<file path="src/wbfu_pkg.sv">
// Shared types and constants of the word bit-field unit.
package wbfu_pkg;

    localparam int WORD_W = 48;

    localparam logic [WORD_W-1:0] FLAG_MASK = 48'h8000_0000_0000;
    localparam logic [WORD_W-1:0] NUM_MASK  = 48'h7FFF_FFFF_FFFF;
    localparam logic [WORD_W-1:0] SIGN_MASK = 48'h4000_0000_0000;

    // Bit positions in a word, counted from the flag end.
    localparam logic [5:0] BITS_PER_CHAR = 6'd6;
    localparam logic [5:0] WORD_BITS     = 6'd48;

    // Command codes; 14 and 15 are unused and change nothing.
    typedef enum logic [3:0] {
        CMD_DIAL_A  = 4'd0,
        CMD_DIAL_B  = 4'd1,
        CMD_XFER    = 4'd2,
        CMD_CMP_LOW = 4'd3,
        CMD_CMP_EQ  = 4'd4,
        CMD_NEGATE  = 4'd5,
        CMD_OR      = 4'd6,
        CMD_AND     = 4'd7,
        CMD_EQV     = 4'd8,
        CMD_MKOP    = 4'd9,
        CMD_MKDESC  = 4'd10,
        CMD_SETNEG  = 4'd11,
        CMD_CHSIGN  = 4'd12,
        CMD_SETPOS  = 4'd13
    } cmd_t;

    // The four dial registers.
    typedef struct packed {
        logic [2:0] src_char;
        logic [2:0] src_bit;
        logic [2:0] dst_char;
        logic [2:0] dst_bit;
    } dial_t;

    // One result item.
    typedef struct packed {
        logic              b_kept;
        logic              a_kept;
        logic [WORD_W-1:0] b_out;
        logic [WORD_W-1:0] a_out;
    } result_t;

endpackage

</file>
<file path="src/word_bit_field_unit.sv">
// Top level of the word bit-field unit: input register, execute, result register.
// A request passes from the input register to the result register, which drives m_tvalid.
// Throughput: one request per cycle while m_tready does not stall the result register;
// the input and result registers form a two-entry pipe.
// The dial registers update as a request moves from the input to the result register.
// Reset: rst_n clears both valid flags and all four dials to zero.
module word_bit_field_unit (
    input  logic         clk,
    input  logic         rst_n,
    input  logic         s_tvalid,
    output logic         s_tready,
    input  logic [103:0] s_tdata,   // a_word[47:0], b_word[95:48], count[101:96], zeros above
    input  logic [3:0]   s_tuser,   // cmd[3:0]
    output logic         m_tvalid,
    input  logic         m_tready,
    output logic [103:0] m_tdata    // a_out[47:0], b_out[95:48], a_kept[96], b_kept[97], zeros
);
    import wbfu_pkg::*;

    logic              in_valid_reg;
    logic [3:0]        in_cmd_reg;
    logic [47:0]       in_a_reg;
    logic [47:0]       in_b_reg;
    logic [5:0]        in_count_reg;
    logic              out_valid_reg;
    result_t           out_res_reg;
    dial_t             dial_reg;
    dial_t             dial_next;
    result_t           res_next;
    logic              out_free;
    logic              advance;
    logic              take;

    // Handshake control of the two-entry pipe.
    assign out_free = !out_valid_reg || m_tready;
    assign advance  = in_valid_reg && out_free;
    assign s_tready = !in_valid_reg || out_free;
    assign take     = s_tvalid && s_tready;

    // Input register.
    always_ff @(posedge clk or negedge rst_n)
    begin
        if (!rst_n)
        begin
            in_valid_reg <= 1'b0;
        end
        else if (s_tready)
        begin
            in_valid_reg <= s_tvalid;
        end
    end

    always_ff @(posedge clk)
    begin
        if (take)
        begin
            in_cmd_reg   <= s_tuser;
            in_a_reg     <= s_tdata[47:0];
            in_b_reg     <= s_tdata[95:48];
            in_count_reg <= s_tdata[101:96];
        end
    end

    // Execute logic.
    wbfu_exec u_exec (
        .cmd       (in_cmd_reg),
        .a_word    (in_a_reg),
        .b_word    (in_b_reg),
        .count     (in_count_reg),
        .dial      (dial_reg),
        .dial_next (dial_next),
        .res       (res_next)
    );

    // Dial registers and result valid.
    always_ff @(posedge clk or negedge rst_n)
    begin
        if (!rst_n)
        begin
            dial_reg      <= '0;
            out_valid_reg <= 1'b0;
        end
        else
        begin
            if (advance)
            begin
                dial_reg <= dial_next;
            end
            if (out_free)
            begin
                out_valid_reg <= in_valid_reg;
            end
        end
    end

    // Result register.
    always_ff @(posedge clk)
    begin
        if (advance)
        begin
            out_res_reg <= res_next;
        end
    end

    assign m_tvalid = out_valid_reg;
    assign m_tdata  = {6'd0, out_res_reg.b_kept, out_res_reg.a_kept,
                       out_res_reg.b_out, out_res_reg.a_out};

    // Dials move only when a request leaves the input register.
    a_dial_hold: assert property (@(posedge clk) disable iff (!rst_n)
        !advance |=> $stable(dial_reg))
        else $error("dial registers changed without a request");

    // A dial command with a zero count leaves the dials alone.
    a_dial_zero: assert property (@(posedge clk) disable iff (!rst_n)
        advance && in_count_reg == 6'd0 |=> $stable(dial_reg))
        else $error("zero-count request changed the dials");

    // Compares give a single-bit answer in A.
    a_cmp_bool: assert property (@(posedge clk) disable iff (!rst_n)
        advance && (in_cmd_reg == CMD_CMP_LOW || in_cmd_reg == CMD_CMP_EQ)
        |=> m_tdata[47:1] == '0)
        else $error("compare result wider than one bit");

    // A request waiting in the input register is not lost while the output stalls.
    a_in_hold: assert property (@(posedge clk) disable iff (!rst_n)
        in_valid_reg && !out_free |=> in_valid_reg && $stable(in_a_reg))
        else $error("stalled request lost");

    // A stalled result stays put.
    a_out_hold: assert property (@(posedge clk) disable iff (!rst_n)
        m_tvalid && !m_tready |=> m_tvalid && $stable(out_res_reg))
        else $error("stalled result changed");

endmodule

</file>
<file path="src/wbfu_exec.sv">
// Combinational execute logic: field alignment, masking and logical operations.
module wbfu_exec (
    input  logic [3:0]           cmd,
    input  logic [47:0]          a_word,
    input  logic [47:0]          b_word,
    input  logic [5:0]           count,
    input  wbfu_pkg::dial_t      dial,
    output wbfu_pkg::dial_t      dial_next,
    output wbfu_pkg::result_t    res
);
    import wbfu_pkg::*;

    logic [5:0]        p1;
    logic [5:0]        p2;
    logic [5:0]        n;
    logic [5:0]        lo;
    logic [6:0]        hi;
    logic [WORD_W-1:0] mask;
    logic [WORD_W-1:0] aligned;
    logic              cmp_low;
    logic              cmp_eq;

    // Source and destination positions from the dials.
    assign p1 = 6'(dial.src_char) * BITS_PER_CHAR + 6'(dial.src_bit);
    assign p2 = 6'(dial.dst_char) * BITS_PER_CHAR + 6'(dial.dst_bit);

    // Field length, cut short where either run passes the low end of its word.
    always_comb
    begin
        n = count;
        if (p1 >= WORD_BITS || p2 >= WORD_BITS)
        begin
            n = 6'd0;
        end
        else
        begin
            if ((WORD_BITS - p1) < n)
            begin
                n = WORD_BITS - p1;
            end
            if ((WORD_BITS - p2) < n)
            begin
                n = WORD_BITS - p2;
            end
        end
    end

    // Field mask in destination coordinates, bits lo up to lo+n-1.
    assign lo = WORD_BITS - p2 - n;
    assign hi = 7'(lo) + 7'(n);

    always_comb
    begin
        for (int i = 0; i < WORD_W; i++)
        begin
            mask[i] = (7'(i) >= 7'(lo)) && (7'(i) < hi);
        end
    end

    // Move the source field of A under the destination field of B.
    always_comb
    begin
        if (p2 >= p1)
        begin
            aligned = a_word >> (p2 - p1);
        end
        else
        begin
            aligned = a_word << (p1 - p2);
        end
    end

    assign cmp_low = ((aligned & ~b_word & mask) != '0);
    assign cmp_eq  = (((aligned ^ b_word) & mask) == '0);

    // Result selection per command.
    always_comb
    begin
        res       = '{b_kept: 1'b1, a_kept: 1'b1, b_out: b_word, a_out: a_word};
        dial_next = dial;
        case (cmd_t'(cmd))
            CMD_DIAL_A:
            begin
                if (count != 6'd0)
                begin
                    dial_next.src_char = count[5:3];
                    dial_next.src_bit  = count[2:0];
                end
            end
            CMD_DIAL_B:
            begin
                if (count != 6'd0)
                begin
                    dial_next.dst_char = count[5:3];
                    dial_next.dst_bit  = count[2:0];
                end
            end
            CMD_XFER:
            begin
                res.b_out  = (b_word & ~mask) | (aligned & mask);
                res.a_kept = 1'b0;
            end
            CMD_CMP_LOW:
            begin
                res.a_out = {{(WORD_W-1){1'b0}}, (count == 6'd0) || cmp_low};
            end
            CMD_CMP_EQ:
            begin
                res.a_out = {{(WORD_W-1){1'b0}}, (count == 6'd0) || cmp_eq};
            end
            CMD_NEGATE:
            begin
                res.a_out = a_word ^ NUM_MASK;
            end
            CMD_OR:
            begin
                res.a_out  = (a_word & NUM_MASK) | b_word;
                res.b_kept = 1'b0;
            end
            CMD_AND:
            begin
                res.a_out  = (a_word | FLAG_MASK) & b_word;
                res.b_kept = 1'b0;
            end
            CMD_EQV:
            begin
                res.b_out  = b_word ^ (~a_word & NUM_MASK);
                res.a_kept = 1'b0;
            end
            CMD_MKOP:
            begin
                res.a_out = a_word & NUM_MASK;
            end
            CMD_MKDESC:
            begin
                res.a_out = a_word | FLAG_MASK;
            end
            CMD_SETNEG:
            begin
                res.a_out = a_word | SIGN_MASK;
            end
            CMD_CHSIGN:
            begin
                res.a_out = a_word ^ SIGN_MASK;
            end
            CMD_SETPOS:
            begin
                res.a_out = a_word & ~SIGN_MASK;
            end
            default:
            begin
                res = '{b_kept: 1'b1, a_kept: 1'b1, b_out: b_word, a_out: a_word};
            end
        endcase
    end

endmodule

</file>
<file path="config.mk">
export PLATFORM = sky130hd
export DESIGN_NAME = word_bit_field_unit
export DESIGN_NICKNAME = d
export VERILOG_FILES = /design/src/wbfu_pkg.sv /design/src/word_bit_field_unit.sv /design/src/wbfu_exec.sv
export SDC_FILE = /design/constraint.sdc
export NUM_CORES = 1
export LEC_CHECK = 0
export ABC_CLOCK_PERIOD_IN_PS = 20200
export CAP_MARGIN = 20
export CORE_MARGIN = 2
export CORE_UTILIZATION = 40
export CTS_CLUSTER_SIZE = 20
export DETAILED_ROUTE_END_ITERATION = 7
export DONT_BUFFER_PORTS = 1
export GPL_TIMING_DRIVEN = 0
export SYNTH_ARGS = -nofsm -noshare
export SYNTH_HDL_FRONTEND = slang
export SYNTH_HIERARCHICAL = 1
export SYNTH_SLANG_ARGS = --single-unit
</file>
<file path="constraint.sdc">
create_clock -name clk -period 20.2 [get_ports clk]
set_input_delay 6.06 -clock clk [delete_from_list [all_inputs] [get_ports clk]]
set_output_delay 6.06 -clock clk [all_outputs]
set_load 0.005 [all_outputs]
</file>
After elaboration in Yosys (flattened, before gate mapping)
Index checks and enable logic that the tools add are counted.
W data, S select, Z words.
{"block": "word_totals", "reg_bits": 218, "input_bits": 112, "output_inout_bits": 106, "word_cells": 228}
{"block": "op_classes", "addsub": 8, "n_mul": 2, "order_cmp": 101, "eq_ne": 13, "n_shift": 2, "muxes": 8, "bitwise": 15, "n_reduce_logical": 65}
{"cell": "$pmux W48 S10", "n": 1}
{"cell": "$and A48 B48 Y48", "n": 6}
{"cell": "$lt A5 B7 Y1 const A", "n": 16}
{"cell": "$lt A6 B7 Y1 const A", "n": 16}
{"cell": "$pmux W49 S2", "n": 1}
{"cell": "$ge A5 B6 Y1 const A", "n": 16}
{"cell": "$ge A6 B6 Y1 const A", "n": 16}
{"cell": "$not A48 Y48", "n": 2}
{"cell": "$not A47 Y47", "n": 2}
{"cell": "$lt A4 B7 Y1 const A", "n": 8}
{"cell": "$logic_and A1 B1 Y1", "n": 50}
{"cell": "$ge A4 B6 Y1 const A", "n": 8}
{"cell": "$logic_not A48 Y1", "n": 1}
{"cell": "$mux W48", "n": 1}
{"cell": "$or A47 B48 Y48", "n": 1}
{"cell": "$or A48 B48 Y48", "n": 1}
{"cell": "$reduce_bool A48 Y1", "n": 1}
{"cell": "$shl A48 B6 Y48", "n": 1}
{"cell": "$shr A48 B6 Y48", "n": 1}
{"cell": "$xor A48 B47 Y48", "n": 1}
{"cell": "$xor A48 B48 Y48", "n": 1}
{"cell": "$lt A3 B7 Y1 const A", "n": 4}
{"cell": "$eq A4 B4 Y1 const B", "n": 6}
{"cell": "$ge A3 B6 Y1 const A", "n": 4}
{"cell": "25 further kinds", "n": 49}

Depth between registers and ports, before layout
Gate-level depths: netlist of the first run.
{"block": "logic_depth", "word_depth": 17, "ltp_mapped": 50, "mapped_depth_nobuf": 45}

Cells and area by module
The synthesis of the first run kept the hierarchy.
{"module": "wbfu_exec", "n_inst": 1, "cells_per_inst": 2205, "area_per_inst_um2": 13829.5}
{"module": "word_bit_field_unit", "n_inst": 1, "cells_per_inst": 245, "area_per_inst_um2": 6770.2}

Worst setup path before layout of the first run
OpenSTA, ideal clock, no wires.
{"block": "synth_path", "path_type": "input port to output port", "from": "in m_tready", "to": "out s_tready", "t_arrival_ns": 6.234, "required_ns": 14.140, "setup_slack_ns": 7.906, "path_stages": 1, "cell_sequence": "nand3b_1"}
{"block": "synth_via", "elab_chain_cells": 2}
{"element": "start: declaration", "line": "word_bit_field_unit.sv:15", "text": "input logic m_tready,"}
{"element": "$logic_or A1 B1 Y1", "line": "word_bit_field_unit.sv:35", "text": "assign out_free = !out_valid_reg || m_tready;"}
{"element": "$logic_or A1 B1 Y1", "line": "word_bit_field_unit.sv:37", "text": "assign s_tready = !in_valid_reg || out_free;"}
{"element": "end: declaration", "line": "word_bit_field_unit.sv:11", "text": "output logic s_tready,"}
Every way passes these cells.

==> results of run 1 <==
==> synthesized netlist by cell type, drive strengths merged, types with 13 or more instances <==
cell type,n,area share
o22ai,47,0.015
mux2i,147,0.071
nand2b,19,0.0061
inv,160,0.029
ha,185,0.11
dfrtp,14,0.017
xnor2,25,0.011
clkbuf,130,0.024
nand3,48,0.012
a22oi,16,0.0065
o21ai,221,0.054
buf,34,0.010
xor2,14,0.0060
a21oi,157,0.038
a22o,24,0.010
nor2,298,0.054
o211ai,53,0.020
mux2,20,0.013
nand2,246,0.046
o22a,15,0.0064
a31oi,33,0.010
o221ai,41,0.018
nor3,66,0.016
edfxtp,204,0.30
or3,13,0.0042
a211oi,36,0.014
==> per-stage QoR <==
step | utilization | hold WS [ps] | std cells | area (µm²)
after floorplan | - | 511.7 | 2455 | 20620
after global placement | 0.4202 | 532.8 | 3135 | 21470
after detailed placement | 0.4228 | 540.6 | 3145 | 21600
after CTS | 0.4391 | 566.0 | 3188 | 22440
after global routing | 0.4392 | 587.0 | 3189 | 22440
final | 0.4394 | 563.7 | 3193 | 22450
==> worst paths after layout <==
check | to | slack (ps)
min in group asynchronous | dial_reg[0]$_DFFE_PN0P_ | 5180
worst max register to register | m_tdata[0]$_DFFE_PP_ | 7780
worst max-delay path | m_tdata[0]$_DFFE_PP_ | 7780
max in group asynchronous | dial_reg[9]$_DFFE_PN0P_ | 14940
worst min register to register | dial_reg[1]$_DFFE_PN0P_ | 560
worst min-delay path | dial_reg[1]$_DFFE_PN0P_ | 560
==> cell families (layout without fill, tap and decap cells) <==
family | Yosys count | in the layout | share of synthesized area
AO/OA/AOI/OAI | 758 | 758 | 0.2424
AND/OR/NAND/NOR | 748 | 748 | 0.1576
buffers and inverters | 325 | 379 | 0.06317
flip-flops | 218 | 218 | 0.3144
adder cells (fa/ha/maj) | 192 | 192 | 0.1192
multiplexers | 169 | 169 | 0.08655
XOR/XNOR | 39 | 39 | 0.01658
other | 1 | 10 | 0.0001820
==> cell type report <==
cell class / instances / area [µm²]
multi-input cells: 1912 / 12850
clock inverters: 14 / 212.7
fillers: 5141 / 28640
repair buffers: 11 / 125.1
inverters: 161 / 609.3
flip-flops and latches: 218 / 6476
diodes: 4 / 10.01
plain buffers: 164 / 694.4
clock buffers: 29 / 619.3
well taps: 680 / 850.8
==> placed cells by master (no fill, tap or decap), drive strengths merged, types with 14 or more instances in the layout <==
cell,count
nand2,246
o21ai,221
ha,185
nand3,48
o22ai,47
a21oi,157
dfrtp,14
clkbuf,159
inv,161
edfxtp,204
nor3,66
o22a,15
nand2b,19
a22o,24
mux2i,147
a22oi,16
mux2,20
xor2,14
xnor2,25
a211oi,36
nor2,298
buf,45
a31oi,33
o211ai,53
o221ai,41
==> layer usage <==
metal,global-route usage,share of wire,wire [µm]
met1,0.5785,0.40,47200
met4,0.2512,0.074,8641
met2,0.6098,0.41,47540
met3,0.1021,0.12,13600
met5,0,0.000085,10
==> flow_metrics.tcl, run 1 <==
set metrics [dict create \
    insertion_delay_ps 570 \
    r2r-start "dial_reg[10]$_DFFE_PN0P_" \
    vias 21745 \
    drv_cap 0 \
    worstPathArrival_ps 12800 \
    worstPathRequired_ps 20580 \
    clk_path_buf_depth 3 \
    overflow 0 \
    grt_max_degree 74 \
    syn_area_mm2 0.02060 \
    hp-class "flip-flop to flip-flop" \
    syn_area_per_cell_um2 8.408 \
    yosys_warnings 6 \
    skew_ps 30.00 \
    slew_viol_final 0 \
    antenna_found_initial 1 \
    timing.critical_path.buf_inv 5 \
    dr.pass1.iters 6 \
    crit_path_start_kind "flip-flop" \
    startpoint "dial_reg[10]$_DFFE_PN0P_" \
    clock.fmax_ghz 0.08049 \
    status "finished clean" \
    vias_per_cell 6.810 \
    grt_pass1_vias 19956 \
    grt_pass1_wl_um 158800 \
    hold_viol 0 \
    ant_nets 0 \
    rows 83 \
    place_congestion 1.149 \
    cts_tree "done" \
    slowest_delay_ps 720 \
    r2r.worst_path.cells 46 \
    dieHeight_um 230.9 \
    post_cts_buffers 0 \
    dp_hpwl_um 96340 \
    die_x_um 230.9 \
    ctsHoldBuffers 0 \
    largest_reg_flops 98 \
    cts_buffers 24 \
    wl_per_cell_um 36.64 \
    drt_iter0_drc 3413 \
    ios 218 \
    cp_max_fo 10 \
    layout.nets 2796 \
    ys_ff_latch 218 \
    slowest_stage "a2111oi_0" \
    cts_resized 0 \
    totalNegativeSetupSlack_ps 0 \
    clockRootBuffer "clkbuf_16" \
    drive_gt1_frac 0.04942 \
    htreeDepth 1 \
    setup_slack_ps 7776 \
    yosys_most_used_dff "edfxtp_1" \
    rsz0062_at_grt "no" \
    initial_core_util 0.4032 \
    max_slew.worst_pin.slew_ps 1263 \
    syn_inst 2450 \
    min_path_cells 1 \
    crit_type "flip-flop to flip-flop" \
    path_clk_slew_ps 60 \
    cp_top_family "compound AO/OA/AOI/OAI gates" \
    max_slew_margin 0.1582 \
    ys_seq_area_frac 0.3144 \
    path_depth 46 \
    die-area_mm2 0.05333 \
    pre_cts_ws_ps 7876 \
    synth_edf_count 204 \
    period_share 0.6150 \
    synthArstFlopShare 0.06422 \
    core_mm2 0.05109 \
    hold_start "dial_reg[1]$_DFFE_PN0P_" \
    drc 0 \
    cts_sinks 218 \
    finalSetupViolCount 0 \
    wl_um 117000 \
    fin_crit_ps 12420 \
    end_kind "flip-flop" \
    io_buffer_count 0 \
    synthToLayoutAreaGrowth_pct 8.995 \
    synth_cell_types 101 \
    grtUsageTotal 0.4252 \
]
Power of run 1 is not shown: default switching activity piles up to over one toggle a cycle in this logic, so the estimate is an artifact.
==> inputs of run 2 (changes only) <==
ABC_CLOCK_PERIOD_IN_PS = 13000   (was 20200)
clock period = 13 ns   (was 20.2 ns; I/O delays follow)
==> run 2 against run 1 <==
Against the previous run: via count about the same; first-iteration DRC count shrank 0.53%; non-clock buffer count is the same; critical path depth unchanged; largest cell class unchanged; final area is essentially flat.
==> flow_metrics.tcl, run 2 (synthesized netlist as in run 1, its figures left out) <==
set metrics [dict create \
    rsz0062_at_grt "no" \
    utilization 0.4394 \
    grt_pass1_wl_um 158800 \
    vias 21766 \
    dr.pass1.iters 7 \
    die-area_mm2 0.05333 \
    drt_iter0_drc 3395 \
    cts_sinks 218 \
    max_slew_margin 0.1315 \
    crit_type "flip-flop to flip-flop" \
    drive_gt1_frac 0.04942 \
    crit_path_start_kind "flip-flop" \
    slowest_delay_ps 550 \
    finalSetupViolCount 0 \
    synthToLayoutAreaGrowth_pct 8.977 \
    ios 218 \
    die_x_um 230.9 \
    ant_nets 0 \
    drv_cap 0 \
    period_share 0.9414 \
    r2r-start "dial_reg[10]$_DFFE_PN0P_" \
    slew_viol_final 0 \
    rows 83 \
    grt_pass1_vias 19956 \
    fin_crit_ps 12240 \
    end_kind "flip-flop" \
    worstPathArrival_ps 12620 \
    cts_buffers 24 \
    slowest_stage "a2111oi_1" \
    timing.rr.end "m_tdata[0]$_DFFE_PP_" \
    grtUsageTotal 0.4252 \
    mostFrequentLayoutCell "nor2_1" \
    path_clk_slew_ps 60 \
    initial_core_util 0.4032 \
    timing.reg2reg.setup_slack_ps 760 \
    clockRootBuffer "clkbuf_16" \
    final_cell_mix "nor2_1, nand2_1, o21ai_0" \
    vias_per_cell 6.821 \
    clock.fmax_ghz 0.08171 \
    hp-class "flip-flop to flip-flop" \
    hold_viol 0 \
    grt_max_degree 74 \
    fill_cells 5142 \
    wl_per_cell_um 36.63 \
    max_slew.worst_pin.slew_ps 1303 \
    status "finished clean" \
    min_path_cells 1 \
    drc 0 \
    layout.nets 2796 \
    place_congestion 1.149 \
    r2r.worst_path.cells 46 \
    totalNegativeSetupSlack_ps 0 \
    core_mm2 0.05109 \
    dp_hpwl_um 96340 \
    clk_path_buf_depth 3 \
    cts_tree "done" \
    antenna_found_initial 1 \
    overflow 0 \
    wl_um 116900 \
    largest_reg_flops 98 \
    htreeDepth 1 \
    worstPathRequired_ps 13380 \
    min_to "dial_reg[1]$_DFFE_PN0P_" \
    dieHeight_um 230.9 \
    cp_max_fo 10 \
    io_buffer_count 0 \
    hold_start "dial_reg[1]$_DFFE_PN0P_" \
    insertion_delay_ps 570 \
    skew_ps 33.11 \
    post_cts_buffers 0 \
]
-- run 2: repair_timing --
item                       4_1_cts  5_1_grt
setup endpoints to repair        0        1
hold endpoints to repair         0        0
resized for setup                0        1
hold buffers                     0        0
-- run 2: critical path, delay by kind of cell, from the launching register on --
family	cells	cell delay, ps
multiplexers	1	300
adder cells (fa/ha/maj)	6	1820
AND/OR/NAND/NOR	14	3310
flip-flops	1	440
buffers and inverters	5	950
AO/OA/AOI/OAI	18	4740
XOR/XNOR	2	460
-- run 2: per-layer routing --
metal / track usage / vias up / wire, µm
li1: - / 9102 / -
met1: 0.5785 / 10657 / 47220
met2: 0.6098 / 1688 / 47270
met3: 0.1021 / 317 / 13530
met4: 0.2512 / 2 / 8863
met5: 0 / - / 10
-- run 2: layout make-up --
cell class	count	area, µm²	share of cell area
multi-input cells	1912	12860	0.5727
flip-flops and latches	218	6476	0.2885
well taps	680	850.8	0.03790
plain buffers	164	694.4	0.03093
clock buffers	29	619.3	0.02759
inverters	161	609.3	0.02714
clock inverters	14	212.7	0.009475
repair buffers	11	125.1	0.005574
diodes	2	5.005	0.0002229
-- run 2: worst max-delay path by stage --
stage | cells after the start | from | endpoint | slack [ps]
final | 46 | dial_reg[10]$_DFFE_PN0P_ | m_tdata[0]$_DFFE_PP_ | 760
after global routing | 45 | dial_reg[10]$_DFFE_PN0P_ | m_tdata[0]$_DFFE_PP_ | 100
after CTS | 46 | dial_reg[10]$_DFFE_PN0P_ | m_tdata[0]$_DFFE_PP_ | 950
after detailed placement | 46 | dial_reg[10]$_DFFE_PN0P_ | m_tdata[0]$_DFFE_PP_ | 1050
after global placement | 37 | dial_reg[10]$_DFFE_PN0P_ | m_tdata[0]$_DFFE_PP_ | 1120
after floorplan | 46 | dial_reg[10]$_DFFE_PN0P_ | m_tdata[0]$_DFFE_PP_ | 3560
-- run 2: stage by stage --
step	setup slack, ps	instance area, µm²	hold slack [ps]	instances
6_report	761.7	22450	563.9	3191
5_1_grt	103.9	22440	587.0	3189
4_1_cts	951.5	22440	566.0	3188
3_5_place_dp	1054	21600	540.6	3145
3_3_place_gp	1120	21470	532.8	3135
2_1_floorplan	3559	20620	511.7	2455
Power of run 2 is left out for the same reason.
